`config.mk`:
```
export PLATFORM = sky130hd
export DESIGN_NAME = dowf_cmd_fifo
export DESIGN_NICKNAME = d
export VERILOG_FILES = /design/src/hw/rtl/dowf_pkg.sv /design/src/hw/rtl/dowf_cmd_fifo.sv
export SDC_FILE = /design/constraint.sdc
export NUM_CORES = 1
export LEC_CHECK = 0
export BUFFER_PORTS_ARGS = -buffer_cell sky130_fd_sc_hd__buf_2
export CORE_ASPECT_RATIO = 0.9
export CORE_UTILIZATION = 45
export DETAILED_ROUTE_END_ITERATION = 16
export PLACE_DENSITY_LB_ADDON = 0.08
export REMOVE_ABC_BUFFERS = 1
export SYNTH_ARGS = -nofsm -noshare
export SYNTH_HDL_FRONTEND = slang
export SYNTH_SLANG_ARGS = --single-unit
```
`constraint.sdc`:
```
create_clock -name clk_i -period 1.8 [get_ports clk_i]
set_input_delay 0.09 -clock clk_i [delete_from_list [all_inputs] [get_ports clk_i]]
set_output_delay 0.09 -clock clk_i [all_outputs]
set_load 0.005 [all_outputs]
```
`src/hw/rtl/dowf_pkg.sv`:
```
`default_nettype none
// ----------------------------------------------------------------------------
// dowf_pkg
// Types and constants shared by the overlap window framer modules.
// ----------------------------------------------------------------------------
package dowf_pkg;

  typedef enum logic [1:0] {
    REQ_PUSH  = 2'd0,
    REQ_READ  = 2'd1,
    REQ_TAKE  = 2'd2,
    REQ_CLEAR = 2'd3
  } req_e;

  typedef struct packed {
    req_e               req_type;
    logic signed [15:0] sample;
    logic        [7:0]  read_index;
  } in_item_t;

  typedef struct packed {
    logic              window_ready;
    logic        [1:0] completed_id;
    logic              done_now;
    logic signed [7:0] read_data;
  } out_item_t;

  // classified request handed from front to back
  typedef struct packed {
    req_e       kind;
    logic       pick;
    logic [7:0] value;
    logic [7:0] read_index;
  } cmd_t;

  localparam int unsigned CmdqDepth = 2;
  localparam int unsigned HalfStart = 2;
  localparam int unsigned HalfStep  = 11;

endpackage
`default_nettype wire

```
`src/hw/rtl/dowf_cmd_fifo.sv`:
```
`default_nettype none
// ----------------------------------------------------------------------------
// dowf_cmd_fifo
// Short command queue between the front and the back end.
// ----------------------------------------------------------------------------
module dowf_cmd_fifo (
  input  wire logic           clk_i,
  input  wire logic           rst_ni,
  input  wire logic           push_i,
  input  wire dowf_pkg::cmd_t data_i,
  output logic                full_o,
  input  wire logic           pop_i,
  output dowf_pkg::cmd_t      data_o,
  output logic                empty_o
);

  localparam int unsigned PW = $clog2(dowf_pkg::CmdqDepth);
  localparam int unsigned CW = $clog2(dowf_pkg::CmdqDepth + 1);

  dowf_pkg::cmd_t mem_q [dowf_pkg::CmdqDepth];
  logic [PW-1:0]  wr_ptr_q;
  logic [PW-1:0]  rd_ptr_q;
  logic [CW-1:0]  count_q;
  logic           do_push;
  logic           do_pop;

  assign full_o  = (count_q == CW'(dowf_pkg::CmdqDepth));
  assign empty_o = (count_q == '0);
  assign data_o  = mem_q[rd_ptr_q];
  assign do_push = push_i && !full_o;
  assign do_pop  = pop_i && !empty_o;

  always_ff @(posedge clk_i) begin
    if (do_push) begin
      mem_q[wr_ptr_q] <= data_i;
    end
  end

  always_ff @(posedge clk_i or negedge rst_ni) begin
    if (!rst_ni) begin
      wr_ptr_q <= '0;
      rd_ptr_q <= '0;
      count_q  <= '0;
    end else begin
      if (do_push) begin
        wr_ptr_q <= (wr_ptr_q == PW'(dowf_pkg::CmdqDepth - 1)) ? '0 : wr_ptr_q + 1'b1;
      end
      if (do_pop) begin
        rd_ptr_q <= (rd_ptr_q == PW'(dowf_pkg::CmdqDepth - 1)) ? '0 : rd_ptr_q + 1'b1;
      end
      if (do_push && !do_pop) begin
        count_q <= count_q + 1'b1;
      end else if (do_pop && !do_push) begin
        count_q <= count_q - 1'b1;
      end
    end
  end

endmodule
`default_nettype wire

```
# Word-level counts from Yosys, hierarchy flattened
# Memory sizes are Yosys's and may differ from the RTL's.
# Index checks and enable logic that the tools add are counted.
dict set report totals {
  ram_bits 38
  in_bits 23
  register_bits 4
  memories 1
  out_inout_bits 21
}
dict set report op_classes {
  reduce_logical 10
  n_mux 6
  n_addsub 4
  eq_ne 1
}
# memory words width read_ports rd_ports_with_merged_regs wr line_no
set memory_table {}
lappend memory_table {mem_q 2 19 1 0 1 dowf_cmd_fifo.sv:20} ;# dowf_pkg::cmd_t mem_q [dowf_pkg::CmdqDepth];
# operator n
set ops {}
lappend ops {{1-bit logical AND} 4}
lappend ops {{1-bit logical NOT} 4}
lappend ops {{1-bit two-way mux} 4}
lappend ops {{2-bit two-way mux} 2}
lappend ops {{1-bit adder, second input constant} 2}
lappend ops {{2-bit by 1-bit adder with 2-bit output, second input constant} 1}
lappend ops {{2-bit equality test, second input constant} 1}
lappend ops {{2-bit logical NOT} 1}
lappend ops {{2-bit nonzero test} 1}
lappend ops {{2-bit by 1-bit subtractor with 2-bit output, second input constant} 1}

# Logic depth before layout (Yosys ltp)
dict set report logic_depth {
  ltp_word 7
  depth_mapped 7
  mapped_depth_nobuf 7
}

# Worst setup path before layout
# No wires, ideal clock.
dict set report synth_path {
  kind {register to register}
  startpoint {register count_q[0]}
  endpoint {memory mem_q[0][0] in the netlist's numbering (enable)}
  n_path_buf 0
  required_time_ns 1.405
  t_arrival_ns 1.469
  path_stages_with_launch 4
  path_slack_ns -0.063
  synth_period_minus_slack_ns 1.863
  path_cell_list {dfrtp_1 nand2b_1 nand2_1 nor2_1}
}
dict set report synth_via {
  elab_chain_cells 5
}
# element line_no
set synth_rtl {}
lappend synth_rtl {{start, declared} dowf_cmd_fifo.sv:23} ;# logic [CW-1:0] count_q;
lappend synth_rtl {{start signal, assigned} dowf_cmd_fifo.sv:52} ;# count_q <= count_q + 1'b1;
lappend synth_rtl {{start signal, assigned} dowf_cmd_fifo.sv:54} ;# count_q <= count_q - 1'b1;
lappend synth_rtl {{2-bit equality test} dowf_cmd_fifo.sv:27} ;# assign full_o = (count_q == CW'(dowf_pkg::CmdqDepth));
lappend synth_rtl {{1-bit logical NOT} dowf_cmd_fifo.sv:30} ;# assign do_push = push_i && !full_o;
lappend synth_rtl {{1-bit logical AND} dowf_cmd_fifo.sv:30}
lappend synth_rtl {{1-bit two-way mux} dowf_cmd_fifo.sv:34} ;# if (do_push) begin
lappend synth_rtl {{1-bit two-way mux (not written as such)} dowf_cmd_fifo.sv:35} ;# mem_q[wr_ptr_q] <= data_i;
lappend synth_rtl {{end, declared} dowf_cmd_fifo.sv:20}
# Every way passes these cells.

==> metrics.md <==
| Metric | Value |
|---|---|
| Synth top cells by count | `edfxtp_1, mux2_1, dfrtp_1` |
| EDFF count, synth | `38` |
| Final worst slack | `0.169 ns` |
| Gpl congestion | `0.626` |
| Switch Pwr | `0.000816 W` |
| Register area | `1240 um2` |
| Critical Path, Cell by Cell | `buf_4, mux2_1, buf_2` |
| Rows | `19` |
| Core ar. | `3190 um2` |
| Largest net degree at the start of global routing | `14` |
| Vias in the first global route | `860` |
| Drt total wl | `2470 um` |
| I/O pins | `44` |
| Count leader, synth | `edfxtp_1` |
| Final Hold Viols | `0` |
| Sw frac | `26.8%` |
| Mapped Area | `1570 um2` |
| Worst Path Arrival | `1.54 ns` |
| Post-synth top flop | `edfxtp_1` |
| Footprint of the multi-input gates | `305 um2` |
| Critical path's top delay family | `flip-flops` |
| Crit-path max FO | `8` |
| Max VDD drop | `0.000893 V` |
| Met1 Wirelength | `1000 um` |
| CTS tree | `done` |
| Die Area | `3720 um2` |
| Util after Layout | `68.3%` |
| Grt total ovfl | `0` |
| Vias | `904` |
| Post-cts gate resize count | `0` |
| Cts bufs inserted | `5` |
| Dpl hpwl | `1680 um` |
| Root Buffer | `clkbuf_8` |
| Crit start category | `flip-flop` |
| Power Internal | `0.00223 W` |
| Worst r2r dst | `count_q[1]$_DFFE_PN0P_` |
| Fmax | `613 MHz` |
| Reg clk slew, reported paths | `0.07 ns` |
| Setup TNS | `0 ns` |
| Fin Clk Skew | `0.00360 ns` |
| Crit path max-delay cell type | `dfrtp_1` |
| H-tree Lvls | `2` |
| Unrepaired setup endpoints after global routing | `false` |
| CTS Sinks | `42` |
| DR top layer | `met4` |
| Register area share after synthesis | `79.2%` |
| PnR Total Power | `0.00304 W` |
| Reg2reg start | `count_q[0]$_DFFE_PN0P_` |
| Required time worst endpoint | `1.71 ns` |
| Pleak | `0.869 nW` |
| Mean post-synth cell area | `20.1 um2` |
| Die H | `58.0 um` |
| Tmin final | `1.63 ns` |
| Metal3 WL | `133 um` |
| Asr flop ratio synth | `9.52%` |
| Starting DRT DRC Count | `11` |
| Routed wire per std cell | `12.7 um` |
| PortBufs | `43` |
| Hold slack | `0.118 ns` |
| PD cells | `1400 nW/um2` |
| R2r setup slk | `0.28 ns` |
| First-pass GRT wire length | `3820 um` |
| Drt drc | `0` |
| Final Setup Violations | `0` |
| Number of nets in the layout | `176` |
| Seq cells post-synth | `42` |
| Die X-Extent | `64.2 um` |
| Initial Utilization | `49.2%` |
| CP endpoint kind | `primary output` |
| Synth top area cells | `edfxtp_1, mux2_1, dfrtp_1, xnor2_1, xor2_1` |
| Synth Warn # | `0` |
| Max stage delay on crit path | `0.54 ns` |
| Fin crit share | `90.6%` |
| Area grow syn2layout | `39.0%` |
| Seq pwr share | `47.8%` |
| Worst-case reg-to-reg path depth | `7` |
| DR WL met2 | `1290 um` |
| Area leader, netlist | `edfxtp_1` |
| Top cell type's share of synthesized area | `72.8%` |
| Synth unique cells | `13` |
| Hold crit path type | `primary input to asynchronous set/reset pin` |
| Max_cap viols | `0` |
| Logic pwr share | `29.0%` |
| Clock Path Buffers | `2` |
| Setup CP Type | `flip-flop to primary output` |
| Worst skew pair latency | `0.29 ns` |
| Max Slew Vio Count | `0` |
| Vias per cell | `4.64` |
| Initial antenna violation count | `0` |
| Cells after synthesis | `78` |
| Tightest Pin Transition | `0.329 ns` |
| Pre-CTS setup slack | `0.298 ns` |
| Fraction of layout cells with a size suffix above 1 | `37.3%` |
| Antenna-violating nets left | `0` |
| GRT Resource Usage Total | `15.1%` |
| Post-CTS Setup Inserts | `0` |
| Drt pass-1 iters | `4` |
| Normalized max-slew margin | `78.1%` |
| WP buf/inv | `2` |
| Run status | `finished, final reports clean` |
| Clock power share | `23.3%` |
| Antenna cells | `0` |
| Fillers | `231` |
worst max-delay path by stage:
stage	from	endpoint	slack (ns)	depth (start not counted)
global route	rd_ptr_q$_DFFE_PN0P_	data_o[10]	0.09	3
detailed placement	count_q[0]$_DFFE_PN0P_	mem_q[0][6]$_DFFE_PP_	0.30	4
CTS	rd_ptr_q$_DFFE_PN0P_	data_o[10]	0.13	3
global placement	count_q[0]$_DFFE_PN0P_	mem_q[0][1]$_DFFE_PP_	0.33	4
floorplan	count_q[0]$_DFFE_PN0P_	mem_q[0][0]$_DFFE_PP_	-0.06	3
finish	rd_ptr_q$_DFFE_PN0P_	data_o[10]	0.17	3
cell type report:
cell class	count	area share, %
Clock inverter	2	1.72
Timing Repair Buffer	69	21.1
Sequential cell	42	57.0
Inverter	2	0.345
Clock buffer	6	3.33
Tap cell	42	2.41
Multi-Input combinational cell	32	14.0
routing by layer:
metal	up-vias	GRT usage (%)
met5	-	0
met4	0	7.62
met3	4	6.50
met2	27	25.7
met1	430	16.1
li1	443	-
state kept, by name (all words and copies together) (netlist names):
register,flops
mem_q,38
count_q,2
rd_ptr_q,1
wr_ptr_q,1
timing repair:
action                                 4_1_cts  5_1_grt
hold buffers                                20        0
endpoints found under the hold margin       42        0
setup endpoints to repair                    0        0
through the flow:
stage	cells	instance area [um2]
after floorplan	76	1550
after global placement	167	1870
after detailed placement	167	1870
after CTS	195	2180
after global routing	195	2180
final	195	2180
cell usage in the layout, fill, tap and decap left out, types with 2 or more instances in the layout:
cell / n
dfrtp_1: 4
mux2_1: 19
edfxtp_1: 38
xnor2_1: 3
dlygate4sd3_1: 20
inv_1: 2
buf_2: 43
clkbuf_8: 5
xor2_1: 2
buf_4: 6
nor2_1: 2
power by group through the flow:
| stage | clock network, W | registers (W) | logic (W) |
|---|---|---|---|
| 2_1_floorplan | 0 | 0.00149 | 0.000434 |
| 3_3_place_gp | 0 | 0.00147 | 0.000857 |
| 3_5_place_dp | 0 | 0.00148 | 0.000861 |
| 4_1_cts | 0.000729 | 0.00146 | 0.000900 |
| 5_1_grt | 0.000769 | 0.00147 | 0.000971 |
| 6_report | 0.000709 | 0.00145 | 0.000881 |
cell families (layout without fill, tap and decap cells):
| kind of cell | Yosys count | count (layout) | share of synthesized area (%) |
|---|---|---|---|
| AO/OA/AOI/OAI | 1 | 1 | 0.319 |
| XOR/XNOR | 5 | 5 | 2.80 |
| adder cells (fa/ha/maj) | 1 | 1 | 0.799 |
| buffers and inverters | 4 | 79 | 1.44 |
| flip-flops | 42 | 42 | 79.2 |
| multiplexers | 19 | 19 | 13.7 |
| AND/OR/NAND/NOR | 6 | 6 | 1.76 |
Note: power is estimated with default switching activity, not from simulation.
