==> config.mk <==
export PLATFORM = sky130hd
export DESIGN_NAME = dowf_front
export DESIGN_NICKNAME = d
export VERILOG_FILES = /design/src/hw/rtl/dowf_pkg.sv /design/src/hw/rtl/dowf_front.sv
export SDC_FILE = /design/constraint.sdc
export NUM_CORES = 1
export LEC_CHECK = 0
export BUFFER_PORTS_ARGS = -buffer_cell sky130_fd_sc_hd__buf_2
export CAP_MARGIN = 20
export CORE_MARGIN = 2
export CORE_UTILIZATION = 40
export CTS_BUF_LIST = sky130_fd_sc_hd__clkbuf_8
export CTS_CLUSTER_DIAMETER = 120
export DETAILED_ROUTE_END_ITERATION = 8
export HOLD_SLACK_MARGIN = 0.02
export PLACE_DENSITY = 0.63
export SLEW_MARGIN = 0
export SYNTH_ARGS = -nofsm -noshare
export SYNTH_HDL_FRONTEND = slang
export SYNTH_SLANG_ARGS = --single-unit
export TNS_END_PERCENT = 1
==> constraint.sdc <==
create_clock -name clk_i -period 5.5 [get_ports clk_i]
set_clock_uncertainty 0.2 [all_clocks]
set_input_delay 0.275 -clock clk_i [delete_from_list [all_inputs] [get_ports clk_i]]
set_output_delay 0.275 -clock clk_i [all_outputs]
set_load 0.02 [all_outputs]
==> src/hw/rtl/dowf_pkg.sv <==
`default_nettype none
// ----------------------------------------------------------------------------
// dowf_pkg
// Types and constants shared by the overlap window framer modules.
// ----------------------------------------------------------------------------
package dowf_pkg;

  typedef enum logic [1:0] {
    REQ_PUSH  = 2'd0,
    REQ_READ  = 2'd1,
    REQ_TAKE  = 2'd2,
    REQ_CLEAR = 2'd3
  } req_e;

  typedef struct packed {
    req_e               req_type;
    logic signed [15:0] sample;
    logic        [7:0]  read_index;
  } in_item_t;

  typedef struct packed {
    logic              window_ready;
    logic        [1:0] completed_id;
    logic              done_now;
    logic signed [7:0] read_data;
  } out_item_t;

  // classified request handed from front to back
  typedef struct packed {
    req_e       kind;
    logic       pick;
    logic [7:0] value;
    logic [7:0] read_index;
  } cmd_t;

  localparam int unsigned CmdqDepth = 2;
  localparam int unsigned HalfStart = 2;
  localparam int unsigned HalfStep  = 11;

endpackage
`default_nettype wire

==> src/hw/rtl/dowf_front.sv <==
`default_nettype none
// ----------------------------------------------------------------------------
// dowf_front
// Tracks the sample position within a block and the decimated pick position,
// and turns each accepted item into a command for the back end.
// ----------------------------------------------------------------------------
module dowf_front #(
  parameter int unsigned RECORD_BYTES = 256
) (
  input  wire logic              clk_i,
  input  wire logic              rst_ni,
  input  wire logic              accept_i,
  input  wire dowf_pkg::in_item_t item_i,
  output dowf_pkg::cmd_t         cmd_o
);

  localparam int unsigned SamplesPerBlock = RECORD_BYTES / 2;
  localparam int unsigned SW = $clog2(SamplesPerBlock);
  localparam int unsigned HW = $clog2(2 * RECORD_BYTES + 32);

  logic [SW-1:0] sib_q;
  logic [HW-1:0] half_q;
  logic [HW-2:0] byte_pos;
  logic [HW-2:0] pick_pos;
  logic [HW-2:0] hi_byte;
  logic          match;

  always_comb begin
    byte_pos = half_q[HW-1:1];
    pick_pos = byte_pos[0] ? byte_pos : byte_pos - 1'b1;
    hi_byte  = (HW-1)'({sib_q, 1'b1});
    match    = (pick_pos == hi_byte);
  end

  always_comb begin
    cmd_o.kind       = item_i.req_type;
    cmd_o.pick       = match;
    cmd_o.value      = item_i.sample[15:8];
    cmd_o.read_index = item_i.read_index;
  end

  always_ff @(posedge clk_i or negedge rst_ni) begin
    if (!rst_ni) begin
      sib_q  <= '0;
      half_q <= HW'(dowf_pkg::HalfStart);
    end else if (accept_i && item_i.req_type == dowf_pkg::REQ_PUSH) begin
      if (sib_q == SW'(SamplesPerBlock - 1)) begin
        sib_q  <= '0;
        half_q <= HW'(dowf_pkg::HalfStart);
      end else begin
        sib_q <= sib_q + 1'b1;
        if (match) begin
          half_q <= half_q + HW'(dowf_pkg::HalfStep);
        end
      end
    end
  end

endmodule
`default_nettype wire

Word-level counts from Yosys, hierarchy flattened

Cells that the tools add are included.

Reduce and logical (&&, ||, !) cells: 4
Equal/unequal tests: 2
Muxes and demuxes: 4
$add $sub $neg: 3

Operators by type and width:

| kind                                                               | number |
|---|---|
| 10-bit two-way mux                                                 | 2 |
| 10-bit by 4-bit adder with 10-bit output, second input constant    | 1 |
| 9-bit by 8-bit == test with 1-bit output                           | 1 |
| 9-bit two-way mux                                                  | 1 |
| 9-bit by 1-bit subtractor with 9-bit output, second input constant | 1 |
| 7-bit by 1-bit adder with 7-bit output, second input constant      | 1 |
| 7-bit == test, second input constant                               | 1 |
| 7-bit two-way mux                                                  | 1 |
| 2-bit zero test                                                    | 1 |
| 2-bit AND reduction                                                | 1 |
| 2-bit nonzero test                                                 | 1 |
| 1-bit logical AND                                                  | 1 |

Input port bits: 29
Flip-flop bits (word level): 17
Output and inout port bits: 19
Word-level logic and storage cells: 15

Logic depth before layout (Yosys ltp)

Gate-level depths: netlist (run 1).

Depth after elaboration: 5
Mapped depth: 9
Mapped depth without buffers: 8

Least setup slack after synthesis (run 1)

Ideal clock, no wire load.

Kind: reg-to-output
Start: register half_q[4]
End: output cmd_o[16] (netlist bit)
Path buffers: 3
Stages on the path, launching flop included: 10
Path slack: 2.717 ns
Arrival time: 2.308 ns
Data required time: 5.025 ns
Path through: dfrtp_1 > buf_6 > or4_4 > buf_6 > or4_1 > xor2_1 > nand3_1 > or2_1 > inv_1 > buf_4

Longest elaborated chain between the ends: 3

RTL lines:

| item                                        | line             | RTL |
|---|---|---|
| from (decl)                                 | dowf_front.sv:22 | `logic [HW-1:0] half_q;` |
| from (signal assigned)                      | dowf_front.sv:45 | `half_q <= HW'(dowf_pkg::HalfStart);` |
| from (signal assigned)                      | dowf_front.sv:49 | `half_q <= HW'(dowf_pkg::HalfStart);` |
| from (signal assigned)                      | dowf_front.sv:53 | `half_q <= half_q + HW'(dowf_pkg::HalfStep);` |
| 9-bit by 1-bit subtractor with 9-bit output | dowf_front.sv:30 | `pick_pos = byte_pos[0] ? byte_pos : byte_pos - 1'b1;` |
| 9-bit two-way mux *                         | dowf_front.sv:30 |  |
| 9-bit by 8-bit == test with 1-bit output *  | dowf_front.sv:32 | `match = (pick_pos == hi_byte);` |
| to (decl)                                   | dowf_front.sv:14 | `output dowf_pkg::cmd_t cmd_o` |

Every way passes the cells marked *; elsewhere a longest branch is shown, timed or not.

==> key figures, run 1 <==
CTS
  • Depth of the CTS H-tree: 1
  • Clock Tree Buf Depth: 2
  • Clock tree from TritonCTS: done
  • Worst-path clk slew: approximately 70 ps
  • Inserted Clock Buffers: 3
  • Clock sinks: 17
  • Insertion delay of the later-clocked pin in the worst-skew pair: 260 ps
  • CTS root buffer: sky130_fd_sc_hd__clkbuf_8
  • Post-CTS repair timing setup buffer count: 0

Setup path
  • Category of the critical setup timing path: register to output pin
  • Cell with the biggest individual delay on the critical path: sky130_fd_sc_hd__nand3_1
  • Endpoint type of the worst setup path: output pin
  • Crit path cell chain: inv_1 -> ha_1 -> nor4b_1 -> xnor2_1 -> nor4_1 -> nand3_1 -> or2_1 -> inv_1 -> buf_2
  • CP Data Arrival Time: 3080 ps
  • Largest incremental delay on the critical path: 480 ps
  • Dominant cell type by count on the critical path: sky130_fd_sc_hd__inv_1
  • Required @ worst endpoint: 5030 ps
  • Buffers & Inverters on Critical Path: 3
  • Type of element launching the critical path: register
  • Cell family with the largest share of critical-path delay: simple AND/OR/NAND/NOR gates
  • Largest fanout on the critical path: 15

Floorplan
  • Core area: roughly 0.0033 sq mm
  • Vertical extent of the die: 62.9 um
  • Total number of placement rows: 21
  • Ports placed on the boundary: 48
  • Horizontal die dimension: 62.9 um
  • Total die area: 0.00396 sq mm
  • Initial Utilization: 0.416

Detailed routing
  • # DRC: 0
  • Routed met3 length: 95 um
  • Routed len/inst: about 14 um
  • Met1 wire length: roughly 1200 um
  • Antenna viol nets, final: 0
  • Detailed router's first-iteration violation count: 21
  • Detailed-route vias per instance: 5.49
  • Max Used Layer: met4
  • Met2 wire length: 1380 um
  • Number of vias in the routed layout: 1044
  • First-pass iteration count of the detailed router: 4
  • Routed Wire Length: 2750 um

Power
  • Worst supply voltage drop on vdd: 0.000184 V
  • Static leakage: 0.000533 uW
  • Power per standard cell area: roughly 400 mW/mm^2

STA
  • Remaining max-slew budget at the tightest pin: 0.560
  • Transition time at the pin with the least slew margin: between 600 and 700 ps
  • Min Hold Slack: 272 ps
  • RSZ-0062 raised after global routing: no
  • Max Slew Vio Count: 0
  • Peak Freq: 281 MHz
  • Final Hold Violating Endpoints: 0
  • Min Clock Period, post-route: 3560 ps
  • Fraction of the cycle the final worst path needs: 0.647
  • Endpoints failing setup: 0
  • Accumulated negative setup slack: 0 ps

Global routing
  • Antenna violations before repair: 0
  • Via count of the first global-routing pass: 1098
  • Total track usage: 0.153
  • Maximum number of pins on one net before global-route repair: 18
  • First-pass GRT wire length: roughly 4800 um
  • Grt total ovfl: 0

Placement
  • Cells after DPL: 185
  • Final estimated routing congestion in global placement: 0.800
  • Post-DP HPWL: between 1500 and 2000 um
  • Port Buffers: 7
  • Area of placed instances: 0.00128 sq mm

Cells and area
  • Fraction of layout instances using a drive strength above 1: 0.111
  • Synthesis-to-finish area growth: -3.70%
  • Nets@finish: 179
  • Final cell count without fillers: 190
  • Antenna cell count: 0
  • Post-Layout Inst Area: ~0.0013 sq mm

Outcome
  • Outcome: complete, no violations

Run
  • Max Cap Viol: 0

Yosys
  • Net count after synthesis: around 200
  • Post-synthesis sequential area ratio: 0.307
  • Count of state elements after synthesis: 17
  • Number of instances in the synthesized netlist: ~160
  • Post-synth cell types: 41
  • Synthesized area divided by synthesized cell count: 8.62 sq um
  • Yosys Warn Count: 0
  • Netlist area before placement: 0.00139 sq mm

Min path
  • Path class of the lowest-slack min-delay path: primary input to async pin
[Yosys cell counts]
cell type / number / area [sq um]
sky130_fd_sc_hd__nor2b_1: 2 / 12.5
sky130_fd_sc_hd__dfrtp_1: 16 / 400
sky130_fd_sc_hd__or2_1: 1 / 6.26
sky130_fd_sc_hd__nand3_1: 5 / 25.0
sky130_fd_sc_hd__clkbuf_1: 6 / 22.5
sky130_fd_sc_hd__o21ai_0: 7 / 35.0
sky130_fd_sc_hd__and2_1: 1 / 6.26
sky130_fd_sc_hd__o21ai_1: 1 / 5.00
sky130_fd_sc_hd__nand2_1: 15 / 56.3
sky130_fd_sc_hd__nor4b_1: 2 / 17.5
sky130_fd_sc_hd__or4_4: 1 / 11.3
sky130_fd_sc_hd__a21oi_1: 3 / 15.0
sky130_fd_sc_hd__inv_1: 6 / 22.5
sky130_fd_sc_hd__nor3_1: 6 / 30.0
sky130_fd_sc_hd__nand2b_1: 3 / 18.8
sky130_fd_sc_hd__buf_2: 1 / 5.00
sky130_fd_sc_hd__a221o_1: 1 / 10.0
sky130_fd_sc_hd__a21oi_2: 1 / 8.76
sky130_fd_sc_hd__o41a_1: 1 / 11.3
sky130_fd_sc_hd__dfstp_2: 1 / 26.3
sky130_fd_sc_hd__a32oi_1: 1 / 8.76
sky130_fd_sc_hd__nor3_2: 1 / 10.0
sky130_fd_sc_hd__xor2_1: 4 / 35.0
sky130_fd_sc_hd__ha_1: 5 / 62.6
sky130_fd_sc_hd__and3_1: 2 / 12.5
sky130_fd_sc_hd__buf_6: 2 / 22.5
sky130_fd_sc_hd__o31a_1: 2 / 17.5
sky130_fd_sc_hd__a31oi_1: 1 / 6.26
sky130_fd_sc_hd__or3_1: 2 / 12.5
sky130_fd_sc_hd__a21o_1: 1 / 7.51
sky130_fd_sc_hd__mux2i_1: 3 / 30.0
sky130_fd_sc_hd__xnor2_1: 11 / 96.3
sky130_fd_sc_hd__nor4_1: 3 / 18.8
sky130_fd_sc_hd__o311ai_1: 1 / 8.76
sky130_fd_sc_hd__o31ai_1: 4 / 30.0
sky130_fd_sc_hd__buf_4: 20 / 150
sky130_fd_sc_hd__o21a_1: 3 / 22.5
sky130_fd_sc_hd__nor2_1: 6 / 22.5
sky130_fd_sc_hd__nand4_1: 4 / 25.0
sky130_fd_sc_hd__nor4_2: 1 / 12.5
sky130_fd_sc_hd__or4_1: 4 / 30.0
[registers in the layout, indices dropped and copies added (netlist names)]
register  flops
half_q       10
sib_q         7
[worst reg2reg max path, cell delays in order, from the launching register on]
cell,delay (ps)
sky130_fd_sc_hd__dfrtp_1,470
sky130_fd_sc_hd__inv_1,170
sky130_fd_sc_hd__ha_1,270
sky130_fd_sc_hd__nor4b_1,350
sky130_fd_sc_hd__xnor2_1,100
sky130_fd_sc_hd__nor4_1,340
sky130_fd_sc_hd__nand3_1,480
sky130_fd_sc_hd__or2_1,420
sky130_fd_sc_hd__a221o_1,330
[cell usage in the layout (no fill, tap or decap), types with 3 or more instances in the layout]
| cell | count |
|---|---|
| sky130_fd_sc_hd__dfrtp_1 | 16 |
| sky130_fd_sc_hd__nand2_1 | 15 |
| sky130_fd_sc_hd__xnor2_1 | 11 |
| sky130_fd_sc_hd__o21ai_0 | 7 |
| sky130_fd_sc_hd__buf_2 | 7 |
| sky130_fd_sc_hd__inv_1 | 6 |
| sky130_fd_sc_hd__nor3_1 | 6 |
| sky130_fd_sc_hd__nor2_1 | 6 |
| sky130_fd_sc_hd__nand3_1 | 5 |
| sky130_fd_sc_hd__ha_1 | 5 |
| sky130_fd_sc_hd__o31ai_1 | 4 |
| sky130_fd_sc_hd__xor2_1 | 4 |
| sky130_fd_sc_hd__or4_1 | 4 |
| sky130_fd_sc_hd__nand4_1 | 4 |
| sky130_fd_sc_hd__nand2b_1 | 3 |
| sky130_fd_sc_hd__nor4_1 | 3 |
| sky130_fd_sc_hd__o21a_1 | 3 |
| sky130_fd_sc_hd__a21oi_1 | 3 |
| sky130_fd_sc_hd__mux2i_1 | 3 |
| sky130_fd_sc_hd__clkbuf_8 | 3 |
[worst paths after layout]
check	slack [ps]	to	depth (start not counted)	startpoint
worst max-delay path	1940	cmd_o[16]	9	half_q[2]
worst min-delay path	270	sib_q[4]	2	rst_ni
worst max register to register	2240	half_q[0]	8	half_q[2]
worst min register to register	330	sib_q[6]	1	sib_q[6]
max in group asynchronous	4510	half_q[1]	2	rst_ni
min in group clk_i	330	sib_q[6]	1	sib_q[6]
[power breakdown]
part           total (uW)  switching [uW]  internal, uW
registers             212            55.4           156
clock network        96.8            46.3          50.4
logic                 231             133          98.5
[stage by stage]
| stage | total power, uW | util | setup slack, ps |
|---|---|---|---|
| 6_report | 539 | 0.400 | 1940 |
| 5_1_grt | 583 | 0.400 | 1700 |
| 4_1_cts | 542 | 0.400 | 1940 |
| 3_5_place_dp | 441 | 0.384 | 2240 |
| 3_3_place_gp | 431 | 0.384 | 2330 |
| 2_1_floorplan | 434 | - | 2720 |
[timing repair]
action                                 4_1_cts  5_1_grt
endpoints found under the hold margin       16        0
resized for setup                            0        0
hold buffers                                 1        0
[cells by family (layout without fill, tap and decap cells)]
kind of cell / after synthesis / after routing / synth area share
fa+ha+maj: 5 / 5 / 0.0451
mux: 3 / 3 / 0.0216
xor+xnor: 15 / 15 / 0.0947
simple gates: 59 / 59 / 0.236
flops: 17 / 17 / 0.307
compound gates: 27 / 27 / 0.134
buf+inv: 35 / 18 / 0.160
[area by class of cell]
cell class	instances	area, sq um
inverter	6	22.5
clock buffer	3	41.3
fill	355	2000
sequential	17	427
tap	46	57.6
clock inverter	1	5.00
timing repair buffer	8	45.0
multi-input combinational	109	738
[layer usage]
layer / vias up / global-route usage
li1: 509 / -
met1: 507 / 0.174
met2: 21 / 0.269
met3: 7 / 0.0234
met4: 0 / 0.0917
met5: - / 0
No activity file was read; power rests on OpenSTA's default activity.
==> run 2: changes to the inputs <==
--- a/config.mk
+++ b/config.mk
@@ -5,6 +5,7 @@
 export SDC_FILE = /design/constraint.sdc
 export NUM_CORES = 1
 export LEC_CHECK = 0
+export ABC_AREA = 1
 export BUFFER_PORTS_ARGS = -buffer_cell sky130_fd_sc_hd__buf_2
 export CAP_MARGIN = 20
 export CORE_MARGIN = 2
@@ -13,7 +14,7 @@
 export CTS_CLUSTER_DIAMETER = 120
 export DETAILED_ROUTE_END_ITERATION = 8
 export HOLD_SLACK_MARGIN = 0.02
-export PLACE_DENSITY = 0.63
+export PLACE_DENSITY = 0.61
 export SLEW_MARGIN = 0
 export SYNTH_ARGS = -nofsm -noshare
 export SYNTH_HDL_FRONTEND = slang
==> constraint.sdc (replaced) <==
create_clock -name clk_i -period 3.31 [get_ports clk_i]
set_clock_uncertainty 0.2 [all_clocks]
set_input_delay 0.1655 -clock clk_i [delete_from_list [all_inputs] [get_ports clk_i]]
set_output_delay 0.1655 -clock clk_i [all_outputs]
set_load 0.02 [all_outputs]
==> key figures, run 2 <==
Power
  • Power share of the clock group: 0.162 (-0.017)
  • Static leakage: 0.000885 uW (+66%)
  • Power per standard cell area: 587 mW/mm^2 (+45%)
  • Worst supply voltage drop on vdd: 0.000284 V (+55%)
  • Share of total power in sequential cells: 0.333 (-0.059)
  • Net switching share of the total power: 0.464 (+0.0300)
  • Total net switching power: 453 uW (+93%)
  • Internal: 522 uW (+71%)
  • Combinational power share: 0.505 (+0.077)

Placement
  • Post-DP HPWL: 2550 um (+30%)
  • Cells after DPL: 272 (+47%)
  • Final estimated routing congestion in global placement: 0.838 (+4.7%)
  • Area of placed instances: 0.00161 sq mm (+25%)
  • Port Buffers: 7 (unchanged)

Cells and area
  • Highest-count cells in the layout ignoring fill and taps: sky130_fd_sc_hd__nand2_1 (61), sky130_fd_sc_hd__nand3_1 (33), sky130_fd_sc_hd__inv_1 (21)
  • Synthesis-to-finish area growth: -2.50%
  • Fraction of layout instances using a drive strength above 1: 0.194 (+0.0827)
  • Nets@finish: 262 (+46%)
  • Post-Layout Inst Area: 0.00166 sq mm (+24%)
  • Antenna cell count: 0 (unchanged)
  • Max reg flops: 10 (unchanged)
  • Largest regs: half_q: 10 flops, sib_q: 7 flops
  • Fill cell instance count of the final layout: 432 (+22%)
  • Fraction of the core area covered by cells at the end of the flow: 0.409 (+0.00874)
  • Register with the most flip-flops: half_q
  • Most common library cell in the layout ignoring fill and taps: sky130_fd_sc_hd__nand2_1
  • Final cell count without fillers: 277 (+46%)

Global routing
  • First-pass GRT wire length: 6100 um (+26%)
  • Via count of the first global-routing pass: 1322 (+20%)
  • Maximum number of pins on one net before global-route repair: 18 (unchanged)
  • Grt total ovfl: 0 (unchanged)
  • Total track usage: 0.154 (+0.000731)
  • Antenna violations before repair: 0 (unchanged)

STA
  • Endpoints failing setup: 0 (unchanged)
  • Peak Freq: ~400 MHz
  • Max Slew Vio Count: 0 (unchanged)
  • Final Hold Violating Endpoints: 0 (unchanged)
  • RSZ-0062 raised after global routing: no
  • Min Clock Period, post-route: 2440 ps
  • Min Hold Slack: 131 ps (-141 ps)
  • Remaining max-slew budget at the tightest pin: 0.658 (+0.0983)
  • Accumulated negative setup slack: 0 ps (unchanged)
  • Fraction of the cycle the final worst path needs: 0.736
  • Transition time at the pin with the least slew margin: 513 ps (-147 ps)

Yosys
  • EDFF count, synth: 0 (unchanged)
  • Post-synth cell types: 33 (-20%)
  • Post-synthesis share of cell area spent on and, or, nand and nor gates: 0.450 (+0.213)
  • Area share of the largest cell type after synthesis: 0.235 (-0.0534)
  • Most used DFF post-synth: sky130_fd_sc_hd__dfrtp_1
  • Synthesized area divided by synthesized cell count: 7.13 sq um (-17%)
  • Synthesized-area fraction occupied by ao, oa, aoi and oai cells: 0.0345 (-0.0998)
  • Synth async-reset ratio: 1.00 (unchanged)
  • Combinational family with the most area after synthesis: simple AND/OR/NAND/NOR gates
  • Post-synth top cells: sky130_fd_sc_hd__nand2_1 (61), sky130_fd_sc_hd__nand3_1 (33), sky130_fd_sc_hd__inv_1 (20)
  • Most frequently used cell type in the post-synthesis netlist: sky130_fd_sc_hd__nand2_1
  • Yosys Warn Count: 0 (unchanged)
  • Net count after synthesis: 273 (+40%)
  • Library cell with the largest summed area after synthesis: sky130_fd_sc_hd__dfrtp_1
  • Post-synthesis share of cell area spent on full adders, half adders and majority gates: 0.0367 (-0.00835)
  • Share of cell area taken by muxes after synthesis: 0 (-0.0216)
  • Post-synthesis sequential area ratio: 0.251 (-0.0569)
  • Count of state elements after synthesis: 17 (unchanged)
  • Top area cells in the synthesized netlist: sky130_fd_sc_hd__dfrtp_1 (24%), sky130_fd_sc_hd__nand2_1 (13%), sky130_fd_sc_hd__nand3_1 (9.7%), sky130_fd_sc_hd__buf_4 (8.4%), sky130_fd_sc_hd__inv_1 (4.4%)
  • Synth Area in XOR/XNOR: 0.0411 (-0.0535)
  • Number of instances in the synthesized netlist: 239 (+48%)
  • Netlist area before placement: 0.00170 sq mm (+23%)

Detailed routing
  • Detailed-route vias per instance: 4.87 (-11%)
  • Detailed router's first-iteration violation count: 41 (+95%)
  • # DRC: 0 (unchanged)
  • Routed len/inst: 11.9 um (-18%)
  • First-pass iteration count of the detailed router: 4 (unchanged)
  • Number of vias in the routed layout: 1349 (+29%)
  • Routed Wire Length: 3310 um (+20%)
  • Antenna viol nets, final: 0 (unchanged)

Setup path
  • Worst R2R End: half_q[3]
  • Largest fanout on the critical path: 5 (-10)
  • Crit path cell chain: inv_2 -> ha_1 -> inv_1 -> nand2_1 -> nand2_1 -> a21oi_1 -> nand2_1 -> nor2_4 -> nand3_4 -> clkinv_1 -> buf_2
  • Dominant cell type by count on the critical path: sky130_fd_sc_hd__nand2_1
  • Endpoint type of the worst setup path: output pin
  • CP Data Arrival Time: 2070 ps (-1010 ps)
  • Buffers & Inverters on Critical Path: 4 (+1)
  • Cell family with the largest share of critical-path delay: flip-flops
  • Cell with the biggest individual delay on the critical path: sky130_fd_sc_hd__dfstp_2
  • Slack of the worst reg-to-reg path: 1110 ps (-1130 ps)
  • Path depth of the worst reg2reg path: 11 (+3)
  • Type of element launching the critical path: register
  • Category of the critical setup timing path: register to output pin
  • FF-to-FF Start: half_q[1]
  • Required @ worst endpoint: 2940 ps (-2090 ps)
  • Largest incremental delay on the critical path: 590 ps (+110 ps)

CTS
  • Worst-path clk slew: 70 ps (about the same)
  • Post-CTS sizing: 0 (unchanged)
  • Depth of the CTS H-tree: 1 (unchanged)
  • Clock sinks: 17 (unchanged)
  • CTS root buffer: sky130_fd_sc_hd__clkbuf_8
  • Clock Tree Buf Depth: 2 (unchanged)
  • Inserted Clock Buffers: 3 (unchanged)
  • Insertion delay of the later-clocked pin in the worst-skew pair: 260 ps (about the same)
  • Clock tree from TritonCTS: done

Floorplan
  • Vertical extent of the die: 69.2 um (+10%)
  • Total die area: 0.00479 sq mm (+21%)
  • Core area: 0.00406 sq mm (+22%)
  • Ports placed on the boundary: 48 (unchanged)
  • Total number of placement rows: 23 (+9.5%)
  • Initial Utilization: 0.420 (+0.00385)
  • Horizontal die dimension: 69.2 um (+10%)

Min path
  • Hold EP: cmd_o[10]
  • Hold path startpoint: item_i[18]
  • Worst hold path stage count: 0
  • Path class of the lowest-slack min-delay path: primary input to output pin

Run
  • Max Cap Viol: 0 (unchanged)

Outcome
  • Outcome: complete, no violations
[run 2: changes by cell type after synthesis, sizes merged, moves of 4 or more]
| cell | delta |
|---|---|
| o31ai | -4 |
| nand3 | +30 |
| or4 | -5 |
| inv | +22 |
| nand2 | +56 |
| clkbuf | -5 |
| nor4 | -4 |
| xnor2 | -9 |
| nor2 | +22 |
[run 2: area by class of cell]
type                            instances  area [sq um]  area share
Clock buffer                            3          41.3      0.0249
Clock inverter                          1          3.75     0.00226
Inverter                               30           124      0.0746
Multi-Input combinational cell        168           957       0.576
Sequential cell                        17           427       0.257
Tap cell                               50          62.6      0.0377
Timing Repair Buffer                    8          45.0      0.0271
[run 2: per-stage QoR]
step           total power, uW  setup WS (ps)
6_report                   975            872
2_1_floorplan              780           1310
3_5_place_dp               825           1120
5_1_grt                   1070            713
3_3_place_gp               819           1140
4_1_cts                    989            856
[run 2: worst max-delay path by stage]
stage	from	endpoint	cells after the start
finish	half_q[1]	cmd_o[16]	11
global route	half_q[1]	cmd_o[16]	11
CTS	half_q[1]	cmd_o[16]	11
detailed placement	half_q[1]	half_q[3]	11
global placement	half_q[2]	half_q[2]	11
floorplan	half_q[1]	cmd_o[16]	11
[run 2: cells by family (layout without fill, tap and decap cells)]
kind of cell | count (synthesis) | count (layout)
compound gates | 11 | 11
buf+inv | 54 | 42
simple gates | 144 | 144
fa+ha+maj | 5 | 5
xor+xnor | 8 | 8
flops | 17 | 17
[run 2: what timing repair did]
item                                    in CTS  in global routing
buffers inserted                             0                  0
hold endpoints to repair                    17                  0
endpoints found under the setup margin       0                  0
hold buffers                                 1                  0
[run 2: routing by layer]
metal	share of wire	up-vias	wire [um]	GRT usage
li1	-	711	-	-
met1	0.48	612	1590	0.214
met2	0.46	21	1520	0.243
met3	0.048	5	158	0.0189
met4	0.013	0	44	0.0610
met5	0	-	0	0
[run 2: power by group through the flow]
stage / registers [uW] / logic [uW] / clock network, uW
6_report: 325 / 493 / 158
5_1_grt: 335 / 557 / 175
4_1_cts: 326 / 499 / 165
3_5_place_dp: 329 / 496 / 0
3_3_place_gp: 328 / 491 / 0
2_1_floorplan: 304 / 476 / 0
==> run 3: changes to the inputs <==
==> constraint.sdc (replaced) <==
create_clock -name clk_i -period 2.3 [get_ports clk_i]
set_clock_uncertainty 0.2 [all_clocks]
set_input_delay 0.115 -clock clk_i [delete_from_list [all_inputs] [get_ports clk_i]]
set_output_delay 0.115 -clock clk_i [all_outputs]
set_load 0.02 [all_outputs]
==> key figures, run 3 (synthesis gave the netlist of run 2 again) <==
STA
  • Transition time at the pin with the least slew margin: 502 ps (-10.4 ps)
  • Fraction of the cycle the final worst path needs: 0.936
  • Crit path setup slack, layout: 147 ps (-725 ps)
  • Peak Freq: 465 MHz
  • Max Slew Vio Count: 0 (unchanged)
  • Final Hold Violating Endpoints: 0 (unchanged)
  • Min Clock Period, post-route: between 2000 and 2500 ps
  • Remaining max-slew budget at the tightest pin: 0.665 (+0.00693)
  • Min Hold Slack: 30.0 ps (-101 ps)
  • Endpoints failing setup: 0 (unchanged)

Setup path
  • Buffers & Inverters on Critical Path: 4 (unchanged)
  • Required @ worst endpoint: 1990 ps (-950 ps)
  • Category of the critical setup timing path: register to output pin
  • Dominant cell type by count on the critical path: sky130_fd_sc_hd__nand2_1
  • Largest fanout on the critical path: 3 (-2)
  • Largest incremental delay on the critical path: 560 ps (-30 ps)
  • Path depth of the worst reg2reg path: 12 (+1)
  • FF-to-FF Start: half_q[1]
  • Cell family with the largest share of critical-path delay: flip-flops
  • Cell with the biggest individual delay on the critical path: sky130_fd_sc_hd__dfstp_2
  • Endpoint type of the worst setup path: output pin
  • Slack of the worst reg-to-reg path: 200 ps (-910 ps)
  • Crit path cell chain: inv_4 -> ha_4 -> inv_1 -> nand2_1 -> nand2_1 -> a21oi_2 -> nand2_2 -> nor2_4 -> nand3_4 -> inv_2 -> buf_6
  • First element of the critical path: half_q[1]
  • Worst R2R End: half_q[2]
  • CP Data Arrival Time: 1840 ps (-230 ps)
  • Type of element launching the critical path: register

Detailed routing
  • Routed Wire Length: 3530 um (+6.7%)
  • First-pass iteration count of the detailed router: 4 (unchanged)
  • # DRC: 0 (unchanged)
  • Antenna viol nets, final: 0 (unchanged)
  • Routed len/inst: 12.4 um (+4.1%)
  • Detailed-route vias per instance: 4.92 (+1.1%)
  • Number of vias in the routed layout: 1398 (+3.6%)
  • Detailed router's first-iteration violation count: 56 (+37%)

Run
  • Max Cap Viol: 0 (unchanged)

Cells and area
  • Highest-count cells in the layout ignoring fill and taps: sky130_fd_sc_hd__nand2_1 (60), sky130_fd_sc_hd__nand3_1 (33), sky130_fd_sc_hd__inv_1 (20)
  • Max reg flops: 10 (unchanged)
  • Area occupied by multi-input gates: 978 sq um (+2.2%)
  • Synthesis-to-finish area growth: 2.42%
  • Fraction of layout instances using a drive strength above 1: 0.244 (+0.0498)
  • Fill cell instance count of the final layout: 422 (-2.3%)
  • Post-Layout Inst Area: 0.00174 sq mm (+5.0%)
  • Register with the most flip-flops: half_q
  • Nets@finish: 269 (+2.7%)
  • Largest regs: half_q: 10 flops, sib_q: 7 flops
  • Most common library cell in the layout ignoring fill and taps: sky130_fd_sc_hd__nand2_1
  • Combined flip-flop and latch cell area: 427 sq um (unchanged)
  • Antenna cell count: 0 (unchanged)
  • Fraction of the core area covered by cells at the end of the flow: 0.430 (+0.0207)

Global routing
  • First-pass GRT wire length: 6040 um (-1.0%)
  • Via count of the first global-routing pass: 1270 (-3.9%)
  • Grt total ovfl: 0 (unchanged)
  • Total track usage: 0.156 (+0.00223)
  • Maximum number of pins on one net before global-route repair: 18 (unchanged)
  • Antenna violations before repair: 0 (unchanged)

Min path
  • Hold path startpoint: item_i[18]
  • Path class of the lowest-slack min-delay path: primary input to output pin
  • Hold EP: cmd_o[10]
  • Worst hold path stage count: 0 (unchanged)

Floorplan
  • Total die area: 0.00479 sq mm (unchanged)
  • Ports placed on the boundary: 48 (unchanged)
  • Core area: 0.00406 sq mm (unchanged)
  • Vertical extent of the die: 69.2 um (unchanged)
  • Horizontal die dimension: 69.2 um (unchanged)
  • Initial Utilization: 0.420 (unchanged)
  • Total number of placement rows: 23 (unchanged)

Power
  • Static leakage: 0.000927 uW (+4.7%)
  • Power per standard cell area: 851 mW/mm^2 (+45%)
  • Total power: 1480 uW (+52%)
  • Worst supply voltage drop on vdd: 0.000472 V (+66%)

Placement
  • Post-DP HPWL: 2610 um (+2.5%)
  • Port Buffers: 7 (unchanged)
  • Area of placed instances: 0.00162 sq mm (+0.94%)
  • Pre-CTS setup slack: 131 ps (-986 ps)
  • Final estimated routing congestion in global placement: 0.830 (-0.94%)

CTS
  • Depth of the CTS H-tree: 1 (unchanged)
  • Worst-path clk slew: 70 ps (about the same)
  • Inserted Clock Buffers: 3 (unchanged)
  • CTS root buffer: sky130_fd_sc_hd__clkbuf_8
  • Clock sinks: 17 (unchanged)
  • Insertion delay of the later-clocked pin in the worst-skew pair: 260 ps (about the same)
  • Clock tree from TritonCTS: done
  • Clock Tree Buf Depth: 2 (unchanged)

Outcome
  • Outcome: complete, no violations
[run 3: power by group]
group,leakage [uW],internal (uW),total [uW],switching (uW)
Sequential,0.000216,362,466,104
Combinational,0.000685,310,778,468
Clock,0.0000255,121,240,119
Total,0.000927,793,1480,691
[run 3: worst max path at each step]
stage / endpoint / cells past startpoint
floorplan: half_q[7] / 11
global placement: half_q[2] / 11
detailed placement: half_q[9] / 11
CTS: cmd_o[16] / 11
global route: cmd_o[16] / 11
finish: cmd_o[16] / 11
[run 3: layer usage]
layer | global-route usage | up-vias | share of wire
met5 | 0 | - | 0
met3 | 0.0218 | 5 | 0.032
li1 | - | 730 | -
met1 | 0.218 | 646 | 0.48
met4 | 0.0763 | 0 | 0.019
met2 | 0.236 | 17 | 0.47
[run 3: timing repair]
item,CTS,global route
pin swaps,2,3
hold endpoints to repair,17,0
hold buffers,1,0
setup buffers,2,3
resized for setup,1,8
setup endpoints to repair,1,11
[run 3: final cells by class]
class / count / share of cell area
Clock buffer: 3 / 0.0237
Tap cell: 50 / 0.0359
Inverter: 30 / 0.0725
Multi-Input combinational cell: 168 / 0.561
Timing Repair Buffer: 15 / 0.0595
Sequential cell: 17 / 0.245
Clock inverter: 1 / 0.00287
[run 3: through the flow]
step                setup TNS (ps)  cells
floorplan                        0    239
global placement                 0    274
detailed placement               0    274
CTS                              0    281
global route                -0.131    284
finish                           0    284
